===== src/rtl/lav_pkg.sv =====
// ----------------------------------------------------------------------------
// lav_pkg
// Shared widths, types and fixed-point helpers of the look-at view matrix.
// ----------------------------------------------------------------------------
package lav_pkg;

    // element and side-band widths
    localparam int Q_W    = 32;
    localparam int SIDE_W = 6 * Q_W;

    // normalizer datapath widths
    localparam int MAG_W  = 64;   // magnitude of a raw component
    localparam int SCL_W  = 30;   // block-scaled magnitude
    localparam int SQ_W   = 60;   // square of a scaled magnitude
    localparam int SUM_W  = 62;   // sum of three squares
    localparam int ROOT_W = 31;   // floor square root
    localparam int REM_W  = 33;   // square-root remainder
    localparam int NUM_W  = 61;   // dividend of a unit component
    localparam int QUO_W  = 31;   // unit component magnitude
    localparam int WIDE_W = 72;   // working width of rounding helpers

    localparam logic [1:0]        LAST_ROW = 2'd3;
    localparam logic signed [31:0] ONE_Q16 = 32'sd65536;
    localparam logic signed [31:0] ZERO_Q16 = 32'sd0;

    typedef logic signed [MAG_W-1:0] c64_t;
    typedef logic signed [Q_W-1:0]   q32_t;
    typedef q32_t                    mat_t [4][3];

    // round to nearest, ties away from zero, shift right by sh (sh >= 1)
    function automatic logic signed [WIDE_W-1:0] rnd_shift(
        input logic signed [WIDE_W-1:0] v,
        input int unsigned              sh
    );
        logic [WIDE_W-1:0] mg;
        logic [WIDE_W-1:0] rn;
        mg = v[WIDE_W-1] ? WIDE_W'(-v) : WIDE_W'(v);
        rn = (mg + (WIDE_W'(1) << (sh - 1))) >> sh;
        return v[WIDE_W-1] ? -$signed(rn) : $signed(rn);
    endfunction

    // clamp to the signed 32-bit range
    function automatic q32_t sat32(input logic signed [WIDE_W-1:0] v);
        if (v > 72'sd2147483647) begin
            return 32'sh7fffffff;
        end else if (v < -72'sd2147483648) begin
            return 32'sh80000000;
        end else begin
            return $signed(v[Q_W-1:0]);
        end
    endfunction

endpackage


===== src/rtl/lav_out.sv =====
// ----------------------------------------------------------------------------
// lav_out
// Result register: holds one finished matrix and sends it row by row.
// ----------------------------------------------------------------------------
module lav_out (
    input  logic               aclk,
    input  logic               aresetn,
    input  logic               ld_valid,
    input  lav_pkg::mat_t      ld_mat,
    output logic               ld_ready,
    output logic               m_valid,
    input  logic               m_ready,
    output logic [1:0]         m_row_index,
    output logic signed [31:0] m_col0,
    output logic signed [31:0] m_col1,
    output logic signed [31:0] m_col2,
    output logic signed [31:0] m_col3,
    output logic               m_last_row
);
    import lav_pkg::*;

    logic       ser_v_reg;
    logic [1:0] row_reg;
    mat_t       mat_reg;
    logic       load;

    // free now, or freed by the last row leaving this cycle
    assign ld_ready = !ser_v_reg || (m_ready && row_reg == LAST_ROW);
    assign load     = ld_valid && ld_ready;

    always_ff @(posedge aclk) begin
        if (!aresetn) begin
            ser_v_reg <= 1'b0;
            row_reg   <= 2'd0;
        end else if (load) begin
            ser_v_reg <= 1'b1;
            row_reg   <= 2'd0;
        end else if (ser_v_reg && m_ready) begin
            row_reg <= row_reg + 2'd1;
            if (row_reg == LAST_ROW) ser_v_reg <= 1'b0;
        end
    end

    always_ff @(posedge aclk) begin
        if (load) mat_reg <= ld_mat;
    end

    // row select
    always_comb begin
        unique case (row_reg)
            2'd0: begin
                m_col0 = mat_reg[0][0];
                m_col1 = mat_reg[0][1];
                m_col2 = mat_reg[0][2];
            end
            2'd1: begin
                m_col0 = mat_reg[1][0];
                m_col1 = mat_reg[1][1];
                m_col2 = mat_reg[1][2];
            end
            2'd2: begin
                m_col0 = mat_reg[2][0];
                m_col1 = mat_reg[2][1];
                m_col2 = mat_reg[2][2];
            end
            default: begin
                m_col0 = mat_reg[3][0];
                m_col1 = mat_reg[3][1];
                m_col2 = mat_reg[3][2];
            end
        endcase
    end

    assign m_valid     = ser_v_reg;
    assign m_row_index = row_reg;
    assign m_last_row  = (row_reg == LAST_ROW);
    assign m_col3      = (row_reg == LAST_ROW) ? ONE_Q16 : ZERO_Q16;

endmodule


===== config.mk =====
export PLATFORM = sky130hd
export DESIGN_NAME = lav_out
export DESIGN_NICKNAME = d
export VERILOG_FILES = /design/src/rtl/lav_pkg.sv /design/src/rtl/lav_out.sv
export SDC_FILE = /design/constraint.sdc
export NUM_CORES = 1
export LEC_CHECK = 0
export ABC_CLOCK_PERIOD_IN_PS = 16750
export BUFFER_PORTS_ARGS = -buffer_cell sky130_fd_sc_hd__buf_2
export CORE_AREA = 3 3 202 204
export DETAILED_ROUTE_END_ITERATION = 16
export DIE_AREA = 0 0 205 207
export GPL_TIMING_DRIVEN = 0
export PLACE_DENSITY_LB_ADDON = 0.1
export SYNTH_ARGS = -nofsm -noshare
export SYNTH_HDL_FRONTEND = slang
export SYNTH_SLANG_ARGS = --single-unit

===== constraint.sdc =====
create_clock -name aclk -period 16.75 [get_ports aclk]
set_input_delay 0.8375 -clock aclk [delete_from_list [all_inputs] [get_ports aclk]]
set_output_delay 0.8375 -clock aclk [all_outputs]
set_load 0.02 [all_outputs]

==> flow_metrics.env, run 1 <==
export IMPL_largest_reg_flops=384
export IMPL_synth_seq_cells=387
export IMPL_ys_types=17
export IMPL_netlist_instances=770
export IMPL_worstSetupEndpointType="output pin"
export IMPL_grt_pass1_wl_mm=58.2
export IMPL_cts_htree_levels=2
export IMPL_dp_hpwl_mm=29.8
export IMPL_numPortBuffers=489
export IMPL_wire_per_inst_um=21.4
export IMPL_tightest_slew_ns=0.708
export IMPL_clk_pin_slew_ns=0.06
export IMPL_clock_latency_ns=0.55
export IMPL_finalHoldViolCount=0
export IMPL_cts_buffer_depth=3
export IMPL_yosysWarningCount=0
export IMPL_cts_repair_resized=0
export IMPL_p_comb_frac=0.081
export IMPL_grt_pass1_vias=9282
export IMPL_clockRootBuffer="clkbuf_16"
export IMPL_hold_buffers=0
export IMPL_yosysMostFrequentCell="edfxtp_1"
export IMPL_critPathKind="reg -> out"
export IMPL_gr_usage_met1=0.214
export IMPL_core_area_mm2=0.0395
export IMPL_n_fill_cell=3574
export IMPL_start_util=0.368
export IMPL_timing_slew_headroom=0.528
export IMPL_tns_ns=0
export IMPL_antenna_found_initial=22
export IMPL_route_detailed_drc=0
export IMPL_grt_busiest_layer="met2"
export IMPL_start_kind="flip-flop"
export IMPL_cp_max_fo=10
export IMPL_swShare=0.215
export IMPL_async_flop_share=0
export IMPL_p_per_area_mw_per_mm2=118
export IMPL_drive_gt1_frac=0.449
export IMPL_postCtsSetupBuffers=0
export IMPL_fp_row_count=73
export IMPL_routed_wl_mm=41.0
export IMPL_yosys_area_top_type="edfxtp_1"
export IMPL_cts_made_buffers=44
export IMPL_use_met2=0.313
export IMPL_cts_sinks=387
export IMPL_finalMaxSlewViolations=0
export IMPL_fin_crit_sh=0.207
export IMPL_grt_util_all_layers=0.185
export IMPL_fmax_ghz=0.289
export IMPL_status="completed"
export IMPL_area_growth_pct=33.4
export IMPL_drt_iter0_drc=877
export IMPL_die_area_mm2=0.0424
export IMPL_die_w_um=205
export IMPL_arrival_ns=2.63
export IMPL_cell_internal_pwr_w=0.00179
export IMPL_setup_viol=0
export IMPL_grt_max_degree=70
export IMPL_die_y_um=207
export IMPL_fin_crit_ns=3.46
export IMPL_final_area_mm2=0.0194
export IMPL_synth_seq_area_share=0.799
export IMPL_place_congestion=0.753
export IMPL_crit_required_ns=15.91
export IMPL_yosys_top_cells_area="edfxtp_1, a222oi_1, mux2i_1"
export IMPL_ant_nets=0
export IMPL_dp_cells=1820
export IMPL_grtUsageMet3=0.0679
export IMPL_maxCapViolCount=0
export IMPL_yosysTopAreaCellShare=0.794
export IMPL_synthFlopType="edfxtp_1"
export IMPL_power_net_switching_w=0.000492
export IMPL_first_pass_iters=10
export IMPL_p_clk_frac=0.418
export IMPL_overflow=0
export IMPL_cts_tree="yes"
export IMPL_layout_cells_non_filler=1915
export IMPL_holdWs_ns=0.458
export IMPL_hold_class="in -> reg"
export IMPL_io_pins=521
export IMPL_dpl_cell_area_mm2=0.0179
export IMPL_p_leak_nw=7.81
export IMPL_fin_skew_ns=0.00990
export IMPL_vias_per_cell=4.74
export IMPL_nNetsFinal=1734
export IMPL_syn_cell_area_mm2=0.0145
export IMPL_seqPwrFrac=0.501
export IMPL_vias=9076
export IMPL_rsz0062_at_grt="no"
export IMPL_synth_edff_count=384
export IMPL_post_synth_cell_area_avg_um2=18.9
export IMPL_synth_commonest_cells="edfxtp_1, inv_1, a222oi_1, mux2i_1, buf_4"
export IMPL_irDropWorstVdd_mv=0.0810
## cell usage in the layout, fill, tap and decap left out, drive strengths merged, types with 3 or more instances in the layout
cell type  instances
buf              556
edfxtp           384
inv              101
a222oi            96
mux2i             96
clkbuf            72
conb              31
clkinv            16
diode             15
bufinv             6
ha                 5
a21bo              3
dfxtp              3
## layout make-up
class / instances / area [um2] / area share
Clock buffer: 57 / 1170 / 0.0605
Timing Repair Buffer: 495 / 2610 / 0.135
Tap cell: 525 / 657 / 0.0339
Clock inverter: 23 / 255 / 0.0132
Antenna cell: 15 / 37.5 / 0.00194
Buffer: 76 / 489 / 0.0253
Inverter: 100 / 375 / 0.0194
Multi-Input combinational cell: 237 / 2170 / 0.112
Sequential cell: 387 / 11600 / 0.599
## power by group through the flow
stage / clock, W / combinational (W) / sequential (W)
after floorplan: 0 / 0.0000941 / 0.00118
after global placement: 0 / 0.000179 / 0.00119
after detailed placement: 0 / 0.000188 / 0.00116
after CTS: 0.000981 / 0.000189 / 0.00114
after global routing: 0.00102 / 0.000203 / 0.00115
final: 0.000954 / 0.000186 / 0.00114
## metrics by stage
| step | setup WS, ns | utilization | total power (W) |
|---|---|---|---|
| finish | 13.29 | 0.491 | 0.00228 |
| global route | 13.02 | 0.490 | 0.00237 |
| CTS | 13.10 | 0.490 | 0.00231 |
| detailed placement | 13.67 | 0.454 | 0.00135 |
| global placement | 2.36 | 0.449 | 0.00137 |
| floorplan | 6.07 | - | 0.00128 |
## critical path, stage by stage, from the launching register on
cell and delay (ns):
dfxtp_1 0.38, inv_1 0.11, ha_1 0.14, buf_2 0.18, clkbuf_1 0.57, a222oi_1 0.22
mux2i_1 0.24, buf_2 0.23
## kinds of logic (layout without fill, tap and decap cells)
family | Yosys count | count (layout) | share of synthesized area
adder cells (fa/ha/maj) | 5 | 5 | 0.00431
other | 1 | 46 | 0.000258
flip-flops | 387 | 387 | 0.799
buffers and inverters | 176 | 751 | 0.0596
AND/OR/NAND/NOR | 3 | 3 | 0.00129
AO/OA/AOI/OAI | 102 | 102 | 0.0698
multiplexers | 96 | 96 | 0.0662
## layer usage
metal | up-vias | part of all wire
li1 | 4204 | -
met1 | 4371 | 0.37
met2 | 399 | 0.50
met3 | 86 | 0.10
met4 | 16 | 0.025
met5 | - | 0.0025
## final timing paths
path / start / to / slack (ns) / cells after the start
min: ld_mat[274] / mat_reg[274]$_DFFE_PP_ / 0.46 / 1
max reg2reg: m_row_index[0]$_SDFFE_PP0P_ / mat_reg[348]$_DFFE_PP_ / 13.95 / 6
min reg2reg: m_valid$_SDFFE_PN0P_ / m_row_index[1]$_SDFFE_PP0P_ / 0.58 / 2
max: m_row_index[0]$_SDFFE_PP0P_ / m_col0[22] / 13.29 / 7
Note: power is estimated with default switching activity, not from simulation.
==> run 2, diff against run 1 <==
--- a/config.mk
+++ b/config.mk
@@ -5,11 +5,12 @@
 export SDC_FILE = /design/constraint.sdc
 export NUM_CORES = 1
 export LEC_CHECK = 0
-export ABC_CLOCK_PERIOD_IN_PS = 16750
+export ABC_AREA = 1
+export ABC_CLOCK_PERIOD_IN_PS = 2900
 export BUFFER_PORTS_ARGS = -buffer_cell sky130_fd_sc_hd__buf_2
-export CORE_AREA = 3 3 202 204
+export CORE_AREA = 3 3 204 206
 export DETAILED_ROUTE_END_ITERATION = 16
-export DIE_AREA = 0 0 205 207
+export DIE_AREA = 0 0 207 209
 export GPL_TIMING_DRIVEN = 0
 export PLACE_DENSITY_LB_ADDON = 0.1
 export SYNTH_ARGS = -nofsm -noshare
==> constraint.sdc (replaced) <==
create_clock -name aclk -period 2.9 [get_ports aclk]
set_input_delay 0.145 -clock aclk [delete_from_list [all_inputs] [get_ports aclk]]
set_output_delay 0.145 -clock aclk [all_outputs]
set_load 0.02 [all_outputs]
==> run 2 against run 1 <==
  * Core utilization increased by 10 points
  * Clock power increased to 5.5 times the previous value
  * Clock skew increased by 0.0080 ns
  * Die area increased by 2.0%
  * Via count increased by 33%
  * Worst hold slack got worse by 0.16 ns
  * Global-route usage increased by 3.2 points
  * Sequential share of layout area decreased by 11 points
  * Sequential power increased to 5.8 times the previous value
==> flow_metrics.env, run 2 <==
export IMPL_status="completed"
export IMPL_netlist_instances=1171
export IMPL_die_area_mm2=0.0433
export IMPL_synth_edff_count=384
export IMPL_ys_types=14
export IMPL_post_synth_cell_area_avg_um2=12.8
export IMPL_cts_buffer_depth=3
export IMPL_grt_util_all_layers=0.217
export IMPL_grt_pass1_vias=12996
export IMPL_p_clk_frac=0.390
export IMPL_p_per_area_mw_per_mm2=566
export IMPL_largest_reg_flops=384
export IMPL_cts_htree_levels=2
export IMPL_die_y_um=209
export IMPL_crit_top_cell="buf_12"
export IMPL_fp_row_count=73
export IMPL_r2r_end="mat_reg[344]$_DFFE_PP_"
export IMPL_area_growth_pct=57.9
export IMPL_vias_per_cell=4.48
export IMPL_final_common_cell="nand2_1"
export IMPL_fin_skew_ns=0.0179
export IMPL_p_comb_frac=0.118
export IMPL_arrival_ns=2.99
export IMPL_hold_buffers=389
export IMPL_async_flop_share=0
export IMPL_swShare=0.225
export IMPL_cp_max_fo=40
export IMPL_crit_required_ns=3.18
export IMPL_synth_seq_cells=387
export IMPL_grt_pass1_wl_mm=73.2
export IMPL_timing_slew_headroom=0.534
export IMPL_yosysWarningCount=0
export IMPL_synth_commonest_cells="nand2_1, edfxtp_1, nand3_1, buf_4, buf_2"
export IMPL_grt_max_degree=44
export IMPL_power_net_switching_w=0.00302
export IMPL_final_cell_mix="nand2_1, buf_2, dlygate4sd3_1, edfxtp_1, nand3_1"
export IMPL_r2r_slack_ns=0.19
export IMPL_cts_tree="yes"
export IMPL_critPathKind="reg -> reg"
export IMPL_synth_seq_area_share=0.772
export IMPL_yosys_area_top_type="edfxtp_1"
export IMPL_finalMaxSlewViolations=0
export IMPL_cts_made_buffers=43
export IMPL_wire_per_inst_um=17.7
export IMPL_place_congestion=0.793
export IMPL_p_total_w=0.0134
export IMPL_r2r_start="m_row_index[0]$_SDFFE_PP0P_"
export IMPL_overflow=0
export IMPL_seqPwrFrac=0.492
export IMPL_crit_start="m_row_index[0]$_SDFFE_PP0P_"
export IMPL_synthFlopType="edfxtp_1"
export IMPL_fmax_ghz=0.369
export IMPL_dp_hpwl_mm=32.2
export IMPL_route_detailed_drc=0
export IMPL_rsz0062_at_grt="no"
export IMPL_clock_latency_ns=0.55
export IMPL_setup_ws_ns=0.192
export IMPL_clk_pin_slew_ns=0.06
export IMPL_maxCapViolCount=0
export IMPL_drt_iter0_drc=729
export IMPL_final_core_util=0.595
export IMPL_hold_class="in -> reg"
export IMPL_nNetsFinal=2527
export IMPL_start_kind="flip-flop"
export IMPL_tightest_slew_ns=0.698
export IMPL_fin_crit_sh=0.934
export IMPL_slowest_delay_ns=0.55
export IMPL_irDropWorstVdd_mv=0.473
export IMPL_clockRootBuffer="clkbuf_16"
export IMPL_io_pins=521
export IMPL_crit_family="buffers and inverters"
export IMPL_numPortBuffers=489
export IMPL_ant_nets=0
export IMPL_yosysMostFrequentCell="nand2_1"
export IMPL_die_w_um=207
export IMPL_path_depth=9
export IMPL_postCtsSetupBuffers=0
export IMPL_yosysTopAreaCellShare=0.768
export IMPL_r2r_cells=9
export IMPL_antenna_found_initial=5
export IMPL_worstSetupEndpoint="mat_reg[344]$_DFFE_PP_"
export IMPL_fin_crit_ns=2.71
export IMPL_worst_path_buf_inv=5
export IMPL_crit_slowest_cell="clkinvlp_4"
export IMPL_start_util=0.377
export IMPL_cts_sinks=387
export IMPL_cell_internal_pwr_w=0.0104
export IMPL_cts_repair_resized=0
export IMPL_worstSetupEndpointType="flip-flop"
export IMPL_core_area_mm2=0.0398
export IMPL_syn_cell_area_mm2=0.0150
export IMPL_vias=12072
export IMPL_drive_gt1_frac=0.297
export IMPL_finalHoldViolCount=0
export IMPL_p_leak_nw=10.2
export IMPL_setup_viol=0
export IMPL_yosys_top_cells_area="edfxtp_1, nand2_1, nand3_1"
export IMPL_routed_wl_mm=47.7
export IMPL_crit_chain="ha_4 > nand2_2 > nand2_4 > nand2_4 > clkinvlp_4 > buf_12 > buf_12 > buf_12 > buf_12"
export IMPL_first_pass_iters=5
export IMPL_pre_cts_ws_ns=0.197
run 2: changes by cell type in the layout (fill, tap and decap cells not counted), moves of 6 or more:
cell	before	now
a222oi_1	96	0
buf_12	0	10
buf_16	6	0
buf_2	508	515
buf_6	6	19
clkbuf_1	27	15
diode_2	15	4
dlygate4sd3_1	0	389
inv_1	100	4
mux2i_1	96	0
nand2_1	0	582
nand3_1	1	98
run 2: stage by stage:
step,area (um2),TNS (ns),hold WS [ns],std cells
after floorplan,15200,-1564.76,0.244,1201
after global routing,23700,0,0.281,2694
after global placement,18300,-2554.47,0.321,2215
after CTS,23700,0,0.249,2690
final,23700,0,0.295,2694
after detailed placement,18500,0,0.323,2225
run 2: area by class of cell:
class / count / area, um2
fillers: 3289 / 16100
flip-flops and latches: 387 / 11600
repair buffers: 888 / 6540
multi-input cells: 722 / 2910
clock buffers: 55 / 1160
well taps: 525 / 657
plain buffers: 86 / 633
clock inverters: 21 / 171
inverters: 6 / 26.3
diodes: 4 / 10.0
run 2: metal layers:
layer,track usage,vias up,wire [um]
li1,-,5866,-
met4,0.0655,2,1170
met2,0.388,436,24500
met5,0,-,13
met1,0.262,5691,18800
met3,0.0506,77,3170
run 2: worst register-to-register path, delay by kind of cell, from the launching register on:
kind / cells / cell delay [ns]
adder cells (fa/ha/maj): 1 / 0.17
AND/OR/NAND/NOR: 3 / 0.22
flip-flops: 1 / 0.37
buffers and inverters: 5 / 1.64
run 2: cells by family (layout without fill, tap and decap cells):
group	Yosys count	in the layout	share of synthesized area
buf+inv	92	1056	0.0437
fa+ha+maj	5	5	0.00417
other cells	1	35	0.000250
compound gates	1	1	0.000500
simple gates	685	685	0.179
flops	387	387	0.772
run 2: how the worst min path moves through the flow:
stage                startpoint                endpoint  slack, ns  cells past startpoint
floorplan             ld_mat[0]    mat_reg[0]$_DFFE_PP_       0.24                      0
global placement     ld_mat[85]   mat_reg[85]$_DFFE_PP_       0.32                      1
detailed placement   ld_mat[31]   mat_reg[31]$_DFFE_PP_       0.32                      1
CTS                 ld_mat[202]  mat_reg[202]$_DFFE_PP_       0.25                      2
global route        ld_mat[223]  mat_reg[223]$_DFFE_PP_       0.28                      2
finish               ld_mat[18]   mat_reg[18]$_DFFE_PP_       0.30                      2
run 2: power by group through the flow:
| stage | combinational [W] | sequential, W | clock, W |
|---|---|---|---|
| 3_3_place_gp | 0.00108 | 0.00682 | 0 |
| 2_1_floorplan | 0.000578 | 0.00677 | 0 |
| 3_5_place_dp | 0.00114 | 0.00671 | 0 |
| 4_1_cts | 0.00159 | 0.00660 | 0.00537 |
| 6_report | 0.00159 | 0.00660 | 0.00523 |
| 5_1_grt | 0.00173 | 0.00663 | 0.00557 |
